==> src/ditp_pkg.sv <==
// ============================================================================
// ditp_pkg
// Shared types and constants of the depth image to point cloud converter.
// ============================================================================
package ditp_pkg;

    // Default sizing
    localparam int MAX_WIDTH_DEF       = 4096;
    localparam int MAX_HEIGHT_DEF      = 4096;
    localparam int DEPTH_BITS_DEF      = 16;
    localparam int QUEUE_ADDR_BITS_DEF = 2;

    // Field widths
    localparam int CFG_DIM_WIDTH = 13;
    localparam int SCALE_WIDTH   = 16;
    localparam int RAW_WIDTH     = 16;
    localparam int COLOR_WIDTH   = 32;
    localparam int POINT_WIDTH   = 40;
    localparam int Z_WIDTH       = 32;
    localparam int FRAC_BITS     = 17;
    localparam int PADDR_WIDTH   = 5;
    localparam int PDATA_WIDTH   = 32;

    // Saturation limits of the lateral coordinates
    localparam logic [POINT_WIDTH-1:0] SAT_POS = {1'b0, {(POINT_WIDTH-1){1'b1}}};
    localparam logic [POINT_WIDTH-1:0] SAT_NEG = {1'b1, {(POINT_WIDTH-1){1'b0}}};

    // Register map, word index
    typedef enum logic [2:0] {
        REG_IMAGE_WIDTH   = 3'd0,
        REG_IMAGE_HEIGHT  = 3'd1,
        REG_X_SCALE       = 3'd2,
        REG_Y_SCALE       = 3'd3,
        REG_DEPTH_SCALE   = 3'd4,
        REG_INVALID_DEPTH = 3'd5
    } t_reg_index;

    typedef struct packed {
        logic [CFG_DIM_WIDTH-1:0] image_width;
        logic [CFG_DIM_WIDTH-1:0] image_height;
        logic [SCALE_WIDTH-1:0]   x_scale;
        logic [SCALE_WIDTH-1:0]   y_scale;
        logic [SCALE_WIDTH-1:0]   depth_scale;
        logic [RAW_WIDTH-1:0]     invalid_depth;
    } t_cfg;

    localparam t_cfg CFG_RESET = '{
        image_width:   CFG_DIM_WIDTH'(640),
        image_height:  CFG_DIM_WIDTH'(480),
        x_scale:       '0,
        y_scale:       '0,
        depth_scale:   SCALE_WIDTH'(66),
        invalid_depth: '0
    };

    typedef struct packed {
        logic [RAW_WIDTH-1:0]   raw_depth;
        logic [COLOR_WIDTH-1:0] color;
    } t_in_item;

    typedef struct packed {
        logic signed [POINT_WIDTH-1:0] point_x;
        logic signed [POINT_WIDTH-1:0] point_y;
        logic [Z_WIDTH-1:0]            point_z;
        logic [COLOR_WIDTH-1:0]        color_out;
        logic                          frame_end;
    } t_out_item;

    // Classified pixel handed from front to back (offsets travel beside it)
    typedef struct packed {
        logic [RAW_WIDTH-1:0]   raw_depth;
        logic [COLOR_WIDTH-1:0] color;
        logic                   neg_x;
        logic                   neg_y;
        logic                   frame_end;
    } t_front_item;

endpackage

==> src/ditp_queue.sv <==
// ============================================================================
// ditp_queue
// Small show-ahead queue that decouples the front from the back.
// ============================================================================
module ditp_queue #(
    parameter int WIDTH     = 8,
    parameter int ADDR_BITS = ditp_pkg::QUEUE_ADDR_BITS_DEF
) (
    input  logic             i_clk,
    input  logic             i_rst_n,
    input  logic             i_push,
    input  logic [WIDTH-1:0] i_data,
    output logic             o_full,
    input  logic             i_pop,
    output logic [WIDTH-1:0] o_data,
    output logic             o_avail
);

    localparam int DEPTH = 1 << ADDR_BITS;

    logic [WIDTH-1:0]   r_mem [DEPTH];
    logic [ADDR_BITS-1:0] r_wr, r_rd;
    logic [ADDR_BITS:0]   r_count;

    assign o_full  = r_count == (ADDR_BITS+1)'(DEPTH);
    assign o_avail = r_count != '0;
    assign o_data  = r_mem[r_rd];

    // Storage
    always_ff @(posedge i_clk) begin
        if (i_push) begin
            r_mem[r_wr] <= i_data;
        end
    end

    // Pointers and fill count
    always_ff @(posedge i_clk) begin
        if (!i_rst_n) begin
            r_wr    <= '0;
            r_rd    <= '0;
            r_count <= '0;
        end else begin
            if (i_push) begin
                r_wr <= r_wr + ADDR_BITS'(1);
            end
            if (i_pop) begin
                r_rd <= r_rd + ADDR_BITS'(1);
            end
            case ({i_push, i_pop})
                2'b10:   r_count <= r_count + (ADDR_BITS+1)'(1);
                2'b01:   r_count <= r_count - (ADDR_BITS+1)'(1);
                default: r_count <= r_count;
            endcase
        end
    end

endmodule

==> config.mk <==
export PLATFORM = sky130hd
export DESIGN_NAME = ditp_queue
export DESIGN_NICKNAME = d
export VERILOG_FILES = /design/src/ditp_pkg.sv /design/src/ditp_queue.sv
export SDC_FILE = /design/constraint.sdc
export NUM_CORES = 1
export LEC_CHECK = 0
export BUFFER_PORTS_ARGS = -buffer_cell sky130_fd_sc_hd__buf_2
export CAP_MARGIN = 40
export CORE_ASPECT_RATIO = 1.5
export CORE_MARGIN = 1.5
export CORE_UTILIZATION = 55
export DETAILED_ROUTE_END_ITERATION = 7
export PLACE_DENSITY_LB_ADDON = 0.05
export REMOVE_ABC_BUFFERS = 1
export SKIP_LAST_GASP = 1
export SLEW_MARGIN = 15
export SYNTH_ARGS = -nofsm -noshare
export SYNTH_HDL_FRONTEND = slang
export SYNTH_SLANG_ARGS = --single-unit
export TNS_END_PERCENT = 50
==> constraint.sdc <==
create_clock -name i_clk -period 1.7 [get_ports i_clk]
set_input_delay 0.34 -clock i_clk [delete_from_list [all_inputs] [get_ports i_clk]]
set_output_delay 0.34 -clock i_clk [all_outputs]
set_load 0.005 [all_outputs]
==> run_results.csv <==
group,metric,value,unit
outcome,outcome,"finished, violations left",
outcome,violations,"setup timing",
pwr,power,2.190,mW
grt,grt_pass1_vias,791,
clock_tree,cts_made_buffers,5,
final_layout,drive_gt1_frac,0.3652,
clock_tree,clk_latency,0.28,ns
sta,slew_viol_final,0,
grt,grt.met2_usage,0.2542,
floorplan,die-width,47.04,um
critical_path,path_class,"flop to primary output",
sta,setup_violations,8,
critical_path,worstSetupStartpointType,"flop",
sta,post-route-period-util,1.025,
final_layout,diodes,0,
drt,drt_first_pass_iters,4,
synth,postSynthCellCount,84,
clock_tree,cts_hold_buf,0,
final_layout,syn_to_final_growth,19.08,%
place,dp_cells,144,
synth,synth_compound_area_frac,0.007819,
critical_path,end_kind,"primary output",
run,drv_cap,0,
floorplan,die_y,69.07,um
floorplan,core,0.002734,mm2
final_layout,fill_cells,198,
floorplan,ios,22,
floorplan,num_rows,23,
grt,use_met3,0.06283,
sta,setup_slack,-0.04176,ns
synth,synth.mux.area_fraction,0.1251,
critical_path,rr_worst_depth,4,
grt,globalRouteMet1Util,0.1703,
grt,grt_busiest_layer,"met2",
clock_tree,clock_sinks,41,
worst_hold_path,hold_path_class,"primary input to flop",
critical_path,max_stage_delay,0.50,ns
clock_tree,root_buffer,"clkbuf_8",
synth,avgSynthCellArea,19.05,um2
synth,yosys.area_share.simple,0.05786,
floorplan,initial_core_util,0.5854,
final_layout,seqCellArea,0.001142,mm2
grt,track_usage,0.1588,
critical_path,crit_fanout,8,
clock_tree,cts_max_path_buffers,2,
critical_path,critPathArrivalTime,1.40,ns
sta,final_hold_viol_count,0,
sta,holdWs,0.2649,ns
clock_tree,cts_tree,"built",
final_layout,layout_commonest_cell,"edfxtp_1",
clock_tree,clk_pin_slew_worst_paths,0.07,ns
grt,grt_pass1_wl,3429,um
synth,synth-seq-area-share,0.7131,
final_layout,fin_cells,152,
final_layout,final_cell_mix,"edfxtp_1 (32), buf_2 (20), and2_1 (9), mux4_2 (8), dfxtp_1 (8)",
pwr,power_density,1149,mW/mm2
sta,worstMarginPinSlew,0.4361,ns
drt,antenna_left,0,
synth,synth_cell_type_count,18,
drt,drt_iter0_markers,8,
sta,rsz0062_at_grt,"true",
sta,slew_headroom,0.7093,
pwr,cellLeakagePower,0.7042,nW
synth,synth_top_area_cell,"edfxtp_1",
synth,ys_seq_elements,41,
sta,layout_min_cycle_time,1.742,ns
drt,vias_per_cell,5.053,
floorplan,dieArea,0.003249,mm2
synth,synth_fa_ha_area_frac,0.05160,
final_layout,multiInputGateArea,431.7,um2
drt,drc,0,
final_layout,fin_util,0.6970,
place,place.gp.congestion,0.6280,
synth,yosysTopAreaCellShare,0.6005,
critical_path,slowest_stage,"mux4_2",
synth,yosysWarnings,0,
synth,syn_area,0.001600,mm2
final_layout,fin_nets,132,
grt,grt-ovfl-total,0,
grt,antenna_found_initial,0,
worst_hold_path,hold_path_depth,1,
drt,wl_per_cell,13.86,um
synth,synthXorXnorAreaFrac,0.02737,
drt,wl,2107,um
sta,fin_worst_skew,0.007103,ns
synth,synth_top_family_by_area,"multiplexers",
clock_tree,cts.htree.levels,2,
sta,max_freq,574.1,MHz
critical_path,cp.required,1.36,ns
drt,vias,768,
grt,grt_start_max_net_pins,14,
synth,ys_top_cells_by_area,"edfxtp_1 (60%), dfxtp_1 (11%), mux4_2 (11%)",
place,portBuffers,21,
critical_path,crit_chain,"buf_12 -> mux4_2 -> buf_2",
pwr,max-vdd-ir-drop,0.8372,mV
[per-stage QoR]
stage               setup WS [ns]  setup TNS (ns)  cell area, um2
CTS                      -0.06508         -0.3737            1899
floorplan                  0.1271               0            1584
global route             -0.09309         -0.6892            1906
detailed placement       -0.03311        -0.03311            1778
finish                   -0.04176         -0.2107            1906
global placement          0.02305               0            1778
[where the power goes]
| group | internal (mW) | leakage, nW | switching (mW) |
|---|---|---|---|
| Combinational | 0.139 | 0.278 | 0.101 |
| Clock | 0.477 | 0.0574 | 0.296 |
| Sequential | 1.14 | 0.368 | 0.0343 |
| Total | 1.76 | 0.704 | 0.431 |
[synthesized netlist by cell type]
cell,n
clkbuf_2,1
nor2b_1,2
and2_1,9
ha_1,5
inv_1,3
o21ai_0,1
fa_1,1
dfxtp_1,9
buf_6,1
xnor2_1,3
nand2_1,1
a21boi_1,1
mux2i_1,2
nor3b_1,1
xor2_1,2
mux4_2,8
or3_1,2
edfxtp_1,32
[sequential cells by signal, summed over array words and instances (netlist names), named ones only]
name / count
r_count: 3
r_mem: 32
r_rd: 2
r_wr: 2
[area by class of cell]
cell class / instances / share of cell area
tap: 37 / 0.02429
inverter: 3 / 0.005909
timing repair buffer: 25 / 0.08076
clock buffer: 6 / 0.04334
multi-input combinational: 38 / 0.2265
clock inverter: 2 / 0.01970
sequential: 41 / 0.5995
[layer usage]
layer,vias up,part of all wire
li1,374,-
met1,369,0.39
met2,20,0.55
met3,5,0.038
met4,0,0.026
met5,-,0
[worst paths after layout]
check,to,start,slack (ns)
setup / recovery,o_data[7],flop,-0.04
hold / removal,r_mem[3][0],i_data[0],0.26
setup reg to reg,r_count[2],r_count[0],0.24
hold reg to reg,r_count[2],r_count[2],0.52
[cells by family (layout without fill, tap and decap cells)]
group / after synthesis / after routing
DFF: 41 / 41
and+or+nand+nor: 15 / 15
muxes: 10 / 10
adders and majority gates: 6 / 6
xor gates and xnor gates: 5 / 5
buffers and inverters: 5 / 36
AOI/OAI and AO/OA: 2 / 2
[what timing repair did]
action	4_1_cts	5_1_grt
hold endpoints to repair	0	0
setup buffers	0	0
setup endpoints to repair	8	8
resized for setup	1	1
[worst max-delay path, delay by kind of cell, from the launching register on]
kind,cells,cell delay [ns]
DFF,1,0.34
buffers and inverters,2,0.27
muxes,1,0.50
No activity file was read; power rests on OpenSTA's default activity.
