$ cat src/ditp_pkg.sv
// ============================================================================
// ditp_pkg
// Shared types and constants of the depth image to point cloud converter.
// ============================================================================
package ditp_pkg;

    // Default sizing
    localparam int MAX_WIDTH_DEF       = 4096;
    localparam int MAX_HEIGHT_DEF      = 4096;
    localparam int DEPTH_BITS_DEF      = 16;
    localparam int QUEUE_ADDR_BITS_DEF = 2;

    // Field widths
    localparam int CFG_DIM_WIDTH = 13;
    localparam int SCALE_WIDTH   = 16;
    localparam int RAW_WIDTH     = 16;
    localparam int COLOR_WIDTH   = 32;
    localparam int POINT_WIDTH   = 40;
    localparam int Z_WIDTH       = 32;
    localparam int FRAC_BITS     = 17;
    localparam int PADDR_WIDTH   = 5;
    localparam int PDATA_WIDTH   = 32;

    // Saturation limits of the lateral coordinates
    localparam logic [POINT_WIDTH-1:0] SAT_POS = {1'b0, {(POINT_WIDTH-1){1'b1}}};
    localparam logic [POINT_WIDTH-1:0] SAT_NEG = {1'b1, {(POINT_WIDTH-1){1'b0}}};

    // Register map, word index
    typedef enum logic [2:0] {
        REG_IMAGE_WIDTH   = 3'd0,
        REG_IMAGE_HEIGHT  = 3'd1,
        REG_X_SCALE       = 3'd2,
        REG_Y_SCALE       = 3'd3,
        REG_DEPTH_SCALE   = 3'd4,
        REG_INVALID_DEPTH = 3'd5
    } t_reg_index;

    typedef struct packed {
        logic [CFG_DIM_WIDTH-1:0] image_width;
        logic [CFG_DIM_WIDTH-1:0] image_height;
        logic [SCALE_WIDTH-1:0]   x_scale;
        logic [SCALE_WIDTH-1:0]   y_scale;
        logic [SCALE_WIDTH-1:0]   depth_scale;
        logic [RAW_WIDTH-1:0]     invalid_depth;
    } t_cfg;

    localparam t_cfg CFG_RESET = '{
        image_width:   CFG_DIM_WIDTH'(640),
        image_height:  CFG_DIM_WIDTH'(480),
        x_scale:       '0,
        y_scale:       '0,
        depth_scale:   SCALE_WIDTH'(66),
        invalid_depth: '0
    };

    typedef struct packed {
        logic [RAW_WIDTH-1:0]   raw_depth;
        logic [COLOR_WIDTH-1:0] color;
    } t_in_item;

    typedef struct packed {
        logic signed [POINT_WIDTH-1:0] point_x;
        logic signed [POINT_WIDTH-1:0] point_y;
        logic [Z_WIDTH-1:0]            point_z;
        logic [COLOR_WIDTH-1:0]        color_out;
        logic                          frame_end;
    } t_out_item;

    // Classified pixel handed from front to back (offsets travel beside it)
    typedef struct packed {
        logic [RAW_WIDTH-1:0]   raw_depth;
        logic [COLOR_WIDTH-1:0] color;
        logic                   neg_x;
        logic                   neg_y;
        logic                   frame_end;
    } t_front_item;

endpackage

$ cat src/ditp_front.sv
// ============================================================================
// ditp_front
// Tracks the pixel position, flags invalid depth and frame end, and forms the
// signed offsets |2*col - width| and |2*row - height| of each item.
// ============================================================================
module ditp_front #(
    parameter int  MAX_WIDTH  = ditp_pkg::MAX_WIDTH_DEF,
    parameter int  MAX_HEIGHT = ditp_pkg::MAX_HEIGHT_DEF,
    parameter int  DEPTH_BITS = ditp_pkg::DEPTH_BITS_DEF,
    localparam int CW  = $clog2(MAX_WIDTH),
    localparam int RW  = $clog2(MAX_HEIGHT),
    localparam int DXW = (CW + 1 > ditp_pkg::CFG_DIM_WIDTH) ? CW + 1 : ditp_pkg::CFG_DIM_WIDTH,
    localparam int DYW = (RW + 1 > ditp_pkg::CFG_DIM_WIDTH) ? RW + 1 : ditp_pkg::CFG_DIM_WIDTH
) (
    input  logic                  i_clk,
    input  logic                  i_rst_n,
    input  logic                  i_take,
    input  ditp_pkg::t_in_item    i_item,
    input  ditp_pkg::t_cfg        i_cfg,
    output ditp_pkg::t_front_item o_item,
    output logic [DXW-1:0]        o_dx,
    output logic [DYW-1:0]        o_dy
);

    localparam logic [ditp_pkg::RAW_WIDTH-1:0] DEPTH_MASK =
        (DEPTH_BITS >= ditp_pkg::RAW_WIDTH) ? {ditp_pkg::RAW_WIDTH{1'b1}} :
        ditp_pkg::RAW_WIDTH'((64'd1 << DEPTH_BITS) - 64'd1);

    logic [CW-1:0] r_col, n_col;
    logic [RW-1:0] r_row, n_row;

    logic [DXW-1:0] col_inc, col_twice, width_ext;
    logic [DYW-1:0] row_inc, row_twice, height_ext;
    logic           last_col, last_row;
    logic [ditp_pkg::RAW_WIDTH-1:0] raw_m;

    // Position compare and offsets
    always_comb begin
        col_inc    = DXW'(r_col) + DXW'(1);
        row_inc    = DYW'(r_row) + DYW'(1);
        col_twice  = DXW'({r_col, 1'b0});
        row_twice  = DYW'({r_row, 1'b0});
        width_ext  = DXW'(i_cfg.image_width);
        height_ext = DYW'(i_cfg.image_height);

        last_col = (col_inc >= width_ext) || (r_col == CW'(MAX_WIDTH - 1));
        last_row = (row_inc >= height_ext) || (r_row == RW'(MAX_HEIGHT - 1));

        o_item.neg_x = col_twice < width_ext;
        o_item.neg_y = row_twice < height_ext;
        o_dx = o_item.neg_x ? (width_ext - col_twice) : (col_twice - width_ext);
        o_dy = o_item.neg_y ? (height_ext - row_twice) : (row_twice - height_ext);

        // Invalid pixel travels as zero depth: all coordinates then come out zero
        raw_m              = i_item.raw_depth & DEPTH_MASK;
        o_item.raw_depth   = (raw_m == i_cfg.invalid_depth) ? '0 : raw_m;
        o_item.color       = i_item.color;
        o_item.frame_end   = last_col && last_row;
    end

    // Counter advance
    always_comb begin
        n_col = r_col;
        n_row = r_row;
        if (i_take) begin
            if (last_col) begin
                n_col = '0;
                n_row = last_row ? '0 : RW'(row_inc);
            end else begin
                n_col = CW'(col_inc);
            end
        end
    end

    always_ff @(posedge i_clk) begin
        if (!i_rst_n) begin
            r_col <= '0;
            r_row <= '0;
        end else begin
            r_col <= n_col;
            r_row <= n_row;
        end
    end

endmodule

$ cat config.mk
export PLATFORM = sky130hd
export DESIGN_NAME = ditp_front
export DESIGN_NICKNAME = d
export VERILOG_FILES = /design/src/ditp_pkg.sv /design/src/ditp_front.sv
export SDC_FILE = /design/constraint.sdc
export NUM_CORES = 1
export LEC_CHECK = 0
export BUFFER_PORTS_ARGS = -buffer_cell sky130_fd_sc_hd__buf_2
export CAP_MARGIN = 40
export CORE_MARGIN = 4
export CORE_UTILIZATION = 25
export CTS_CLUSTER_DIAMETER = 100
export DETAILED_ROUTE_END_ITERATION = 16
export GPL_ROUTABILITY_DRIVEN = 0
export GPL_TIMING_DRIVEN = 0
export PLACE_DENSITY_LB_ADDON = 0.2
export SETUP_SLACK_MARGIN = 0.05
export SLEW_MARGIN = 10
export SYNTH_ARGS = -nofsm -noshare
export SYNTH_HDL_FRONTEND = slang
export SYNTH_SLANG_ARGS = --single-unit
$ cat constraint.sdc
create_clock -name i_clk -period 3.4 [get_ports i_clk]
set_clock_uncertainty 0.2 [all_clocks]
set_input_delay 0.34 -clock i_clk [delete_from_list [all_inputs] [get_ports i_clk]]
set_output_delay 0.34 -clock i_clk [all_outputs]
set_load 0.01 [all_outputs]
==> metrics.cfg <==
[sta]
rsz0062_at_grt=yes
finalHoldViolations=0
timing.final.crit_share_pct=100
post-route-min-period_ns=3.42
slew_headroom_pct=37.6
tightest_slew_ns=0.927
max_freq_ghz=0.293
setup_viol=1
finalWorstSetupSlack_ns=-0.0156
drv_slew=0

[hold_path]
whs_path_depth=2
hold_end=r_row[9]
min_from=i_rst_n
hold_path_class=in -> reg

[cells_and_area]
final_common_cell=buf_2
drive_gt1_share_pct=32.6
final_util_pct=34.4
final_cell_mix=138 x buf_2, 71 x ha_1, 68 x buf_4
fill_cells=2021
syn2layout_area_growth_pct=34.6
n_antenna_cell=0
nNetsFinal=1042

[floorplanning]
die_y_microns=147
die_x_microns=147
die-area_sq_um=21500
ios=218
design.core.area_sq_um=18800
start_util_pct=25.6
rows=50

[synth]
yosys.area_share.adder_pct=21.5
synth_top_family_by_area=compound AO/OA/AOI/OAI gates
syn_area_sq_um=4800
async_flop_share_pct=0
synthTopCellsByArea=ha_1 20%, dfxtp_1 10%, a21oi_1 6.2%
synth_top_flop_cell=dfxtp_1
synth-warning-count=0
synth_compound_area_share_pct=22.3
seq_area_frac_synth_pct=10.0
syn_avg_cell_area_sq_um=7.45
synth_mux_area_share_pct=3.75
synth_xor_area_share_pct=10.2
yosys.area.top_type=ha_1
synth.distinct_cells=60
synth_simple_gate_area_share_pct=20.7
synth_edf_count=0
synthCells=644
syn_nets=865
synth_top_area_share_pct=19.8
ys_ff_latch=24

[pwr]
peakVddDrop_uv=192
p_leak_nw=3.13
p_per_area_nw_per_um2=156
power_w=0.00101

[clocking]
cts_buffer_depth=2
htreeDepth=1
clkLatencyLatePin_ns=0.25
path_clk_slew_ns=0.06
cts.sinks=24
root_buffer=clkbuf_16
hold_buffers=0
numCtsBuffers=3
cts_tree=built

[route]
wirelength_microns=14800
wire_per_inst_microns=14.1
vias=4976
drc=0
dr.pass1.iters=4
via_per_inst=4.72
drtIter0Drc=214
postRouteAntennaNets=0

[place]
port_buffers=137
dp_hpwl_microns=11900

[global_route]
antenna_found_initial=0
grt_max_degree=14
grt_pass1_vias=4752
grt_pass1_wl_microns=23700
grt_use_total_pct=12.9
grt_overflow=0

[status]
status=finished, violations left
violations=negative setup slack

[critical_path]
r2r_cells=13
rrSetupSlack_ns=0.07
r2r_start=r_col[1]
crit_fanout=5
endpoint_kind=primary output
worstSetupPathType=reg -> out
startpoint_type=register
cp.required_ns=2.86
critPathArrivalTime_ns=2.88
r2r-end=r_col[8]

[run]
drv_cap=0

per-layer routing:
metal  vias to the layer above  global-route usage (%)  wire length [microns]
li1                       2596                       -                      -
met4                         0                   0.423                     17
met3                         2                    2.17                    739
met2                       126                    23.7                   7250
met1                      2252                    16.6                   6810
met5                         -                       0                      0
timing repair:
action / CTS / global route
pin swaps: 4 / 21
resized for setup: 45 / 35
endpoints found under the setup margin: 39 / 35
buffers inserted: 10 / 25
gates cloned: 0 / 1
synthesized netlist by cell type, drive strengths merged, types with 21 or more instances:
cell type	n
buf	38
nand3	21
dfxtp	24
inv	55
xnor2	29
nand2b	26
ha	76
xor2	27
nor2	29
o21ai	49
a21oi	60
nand2	35
how the worst max path moves through the flow:
stage,from,end,slack (ns)
6_report,r_col[1],o_item[0],-0.02
5_1_grt,r_col[1],o_item[0],-0.12
4_1_cts,r_col[0],o_item[0],-0.0001
3_5_place_dp,r_col[1],o_item[0],-0.69
3_3_place_gp,r_row[0],o_item[0],-0.65
2_1_floorplan,r_col[1],o_item[0],0.06
power by group:
group	leakage, nW	internal, W	switching [W]	total [W]
clock	0.0442	0.000180	0.0000994	0.000279
sequential	0.202	0.000280	0.00000484	0.000285
combinational	2.88	0.000207	0.000236	0.000442
total	3.13	0.000666	0.000340	0.00101
final cells by class:
cell class / count / area [sq um] / area share [%]
tap: 234 / 293 / 4.53
inverter: 56 / 210 / 3.25
multi-input combinational: 512 / 4020 / 62.2
buffer: 51 / 370 / 5.73
clock buffer: 4 / 88.8 / 1.38
timing repair inverter: 1 / 7.51 / 0.116
timing repair buffer: 172 / 961 / 14.9
sequential: 24 / 513 / 7.94
cell families (layout without fill, tap and decap cells):
group / after synthesis / after routing
multiplexers: 18 / 18
AO/OA/AOI/OAI: 172 / 172
adder cells (fa/ha/maj): 80 / 80
flip-flops: 24 / 24
XOR/XNOR: 56 / 56
AND/OR/NAND/NOR: 186 / 186
buffers and inverters: 108 / 284
flip-flops by register name, summed over array words and instances (netlist names):
signal and count:
r_col 12, r_row 12
critical path: stages, from the launching register on:
cell	delay, ns
dfxtp_4	0.39
ha_4	0.14
nand2_2	0.05
or2_4	0.27
nor3_4	0.23
xnor2_2	0.11
ha_1	0.31
a211oi_1	0.21
nor2_1	0.09
a2111o_1	0.36
a21oi_4	0.17
buf_6	0.12
nor2_1	0.03
buf_2	0.14
through the flow:
stage	cells	worst slack, ns	hold slack (ns)	cell area (sq um)	setup TNS, ns
after floorplan	644	0.0585	0.271	4810	0
after global placement	1015	-0.646	0.309	5780	-9.65
after detailed placement	1015	-0.685	0.315	5780	-9.74
after CTS	1029	-0.000117	0.226	6110	-0.000117
final	1054	-0.0156	0.230	6460	-0.0156
after global routing	1054	-0.123	0.241	6460	-0.153
No activity file was read; power rests on OpenSTA's default activity.
